**config.mk**
```make
export PLATFORM = sky130hd
export DESIGN_NAME = swm_cell
export DESIGN_NICKNAME = d
export VERILOG_FILES = /design/src/hw/rtl/swm_pkg.sv /design/src/hw/rtl/swm_cell.sv
export SDC_FILE = /design/constraint.sdc
export NUM_CORES = 1
export LEC_CHECK = 0
export BUFFER_PORTS_ARGS = -buffer_cell sky130_fd_sc_hd__buf_2
export CAP_MARGIN = 10
export CORE_MARGIN = 5
export CORE_UTILIZATION = 35
export DETAILED_ROUTE_END_ITERATION = 8
export PLACE_DENSITY = 0.73
export RECOVER_POWER = 25
export SETUP_SLACK_MARGIN = 0.15
export SYNTH_ARGS = -nofsm -noshare
export SYNTH_HDL_FRONTEND = slang
export SYNTH_SLANG_ARGS = --single-unit
export TNS_END_PERCENT = 5
```
**constraint.sdc**
```tcl
create_clock -name clk -period 2.81 [get_ports clk]
set_input_delay 0.562 -clock clk [delete_from_list [all_inputs] [get_ports clk]]
set_output_delay 0.562 -clock clk [all_outputs]
set_load 0.005 [all_outputs]
```
**src/hw/rtl/swm_pkg.sv**
```systemverilog
// Shared types, constants and helpers for the sliding window maximum block.
`timescale 1ns / 1ps

package swm_pkg;

	localparam int DATA_W         = 32;
	localparam int POS_W          = 32;
	localparam int WS_W           = 7;
	localparam int WINDOW_MAX_DEF = 64;

	typedef logic signed [DATA_W-1:0] sample_t;
	typedef logic [POS_W-1:0]         pos_t;
	typedef logic [WS_W-1:0]          wsize_t;

	// Larger of two signed samples.
	function automatic sample_t swm_max(input sample_t a, input sample_t b);
		swm_max = (a > b) ? a : b;
	endfunction

endpackage

```
**src/hw/rtl/swm_cell.sv**
```systemverilog
// One cell of the chain: running maximum over the newest samples up to its age.
`timescale 1ns / 1ps

module swm_cell
	import swm_pkg::*;
(
	input  logic    clk,
	input  logic    en,
	input  sample_t prev_max,
	input  sample_t sample,
	output sample_t cell_max
);

	sample_t cell_max_q;

	// Take the neighbour's maximum one age older, folded with the new sample.
	always_ff @(posedge clk) begin
		if (en) begin
			cell_max_q <= swm_max(prev_max, sample);
		end
	end

	assign cell_max = cell_max_q;

endmodule

```
==> impl_metrics.ini <==
[setup_path]
critPathLaunch = sample[24]
path_class = input port to flip-flop
endpoint = cell_max[18]
cp_slowest_cell = o221a_4
path_depth = 14
setup.worst_path.start_class = input port
cp_cell_sequence = buf_2 > inv_4 > ha_4 > nand4_1 > buf_4 > buf_4 > nor3_2 > buf_4 > a2111oi_4 > buf_4 > o221a_4 > buf_4 > buf_16 > mux2_4
slowest_delay_ps = 290
critPathBufInv = 8
crit_top_cell = buf_4
crit_family = buffers and inverters
crit_arrival_ps = 2810
crit_required_ps = 2850
end_kind = flip-flop
cp_max_fo = 5

[global_route]
antenna_found_initial = 0
grt_usage_pct = 13.4
grt_pass1_wl_mm = 9.07
grt_max_degree = 33
overflow = 0
grt_pass1_vias = 1987

[status]
violations = max-capacitance violations, max-slew violations
status = complete, but fails checks

[timing]
finalSetupTns_ps = 0
maxSlewHeadroom_pct = -19.3
period_minus_slack_ps = 2770
drv_slew = 33
rsz0062_at_grt = yes
clock.fmax_mhz = 361
finalSetupViolCount = 0
finalHoldViolations = 0
period_share_pct = 98.6
worst_pin_slew_ps = 1790

[route]
ant_nets = 0
routed_wl_mm = 5.78
drc = 0
drt-initial-drc-count = 41
wire_per_inst_um = 15.1
dr.pass1.iters = 4
vias = 1852
routed_via_density = 4.85

[power_and_ir_drop]
vdd_ir_drop_max_v = 0.000186
power_density_nw_per_um2 = 447
p_leak_uw = 0.00172

[clock_tree]
h-tree-depth = 2
postCtsHoldBufs = 0
cts_buffers = 5
clock-sinks = 32
cts_buffer_depth = 2
clockRootBuffer = clkbuf_8
cts.clk_slew.worst_paths_ps = 70
cts_tree = built

[final_layout]
drive_gt1_share_pct = 62.6
nets = 402
stdcell_count = 382
final_cell_mix = 86 x buf_2, 32 x edfxtp_1, 31 x mux2_4, 24 x inv_1, 19 x ha_1
syn_to_final_growth_pct = 49.2
final_common_cell = buf_2
diodes = 0
largest_reg_flops = 32
fillers = 522

[floorplanning]
design.core.area_um2 = 6420
die_y_um = 91.9
dieArea_um2 = 8450
io_pins = 98
row_count = 29
initial_core_util_pct = 36.6
die_w_um = 91.9

[synth]
synth_area_um2 = 2350
synth_ff_type = edfxtp_1
ys_seq_area_share_pct = 40.9
syn_inst = 180
synth_area_per_cell_um2 = 13.1
ys_async_sr_fraction_pct = 0
synth_warnings = 0
ys_seq_elements = 32
synth-edff-count = 32
yosysUniqueCellTypes = 26
synthesis.nets = 278

[placement]
port_buffers = 97
hpwl_mm = 4.52
dp_cells = 366
gp_congestion = 0.789

[worst_hold_path]
min_path_type = input port to flip-flop

[flow_run]
maxCapViolCount = 1
==> kinds of logic after synthesis <==
kind of cell,synth area share [%]
buffers and inverters,7.99
multiplexers,20.1
adder cells (fa/ha/maj),17.0
flip-flops,40.9
AND/OR/NAND/NOR,6.34
AO/OA/AOI/OAI,7.61
==> per-stage QoR <==
step | worst slack, ps | instance area, µm² | util (%) | hold slack (ps) | total power (µW)
after floorplan | -101 | 2430 | - | 674 | 879
after global placement | -331 | 3090 | 48.1 | 879 | 1050
after detailed placement | -394 | 3090 | 48.1 | 882 | 1060
after CTS | 79.0 | 3430 | 53.4 | 577 | 1560
after global routing | -17.2 | 3510 | 54.6 | 573 | 1650
final | 39.0 | 3510 | 54.6 | 582 | 1570
==> synth_stat cells (2+ instances only) <==
master	count	area [µm²]
a21oi_1	11	55.1
a221oi_1	2	17.5
mux2_4	30	450
a21o_1	3	22.5
ha_1	32	400
mux2_2	2	22.5
nand2_1	9	33.8
o21ai_0	2	10.0
buf_12	3	60.1
nand4_1	3	18.8
inv_1	34	128
edfxtp_1	32	961
nand4_2	2	25.0
nand3_1	3	15.0
==> what timing repair did <==
action	in CTS	in global routing
pin swaps	12	9
gates resized for setup	32	10
cloned	1	0
setup buffers	5	2
setup endpoints to repair	32	32
==> power breakdown <==
part / leakage, µW / internal (µW) / switching, µW / total [µW]
clock network: 0.0000552 / 263 / 182 / 445
registers: 0.000313 / 595 / 13.2 / 608
logic: 0.00136 / 305 / 208 / 512
total: 0.00172 / 1160 / 402 / 1570
==> routing by layer <==
metal / track usage [%] / part of all wire [%] / vias to the layer above
met1: 14.5 / 39 / 879
met3: 3.60 / 6.1 / 12
li1: - / - / 905
met2: 24.0 / 53 / 56
met5: 0 / 0 / -
met4: 6.56 / 2.6 / 0
==> area by class of cell <==
type / count / area, µm² / area share [%]
Timing Repair Buffer: 120 / 788 / 22.5
Inverter: 34 / 158 / 4.50
Clock buffer: 6 / 72.6 / 2.07
Clock inverter: 2 / 35.0 / 0.999
Sequential cell: 32 / 961 / 27.4
Multi-Input combinational cell: 111 / 1400 / 39.8
Tap cell: 77 / 96.3 / 2.75
==> worst min path at each step <==
stage / startpoint / end / slack (ps) / cells after the start
floorplan: en / cell_max[0] / 670 / 0
global placement: sample[15] / cell_max[15] / 880 / 2
detailed placement: sample[5] / cell_max[5] / 880 / 2
CTS: sample[30] / cell_max[30] / 580 / 2
global route: sample[30] / cell_max[30] / 570 / 2
finish: sample[30] / cell_max[30] / 580 / 2
Power figures use the tool's default switching activity.
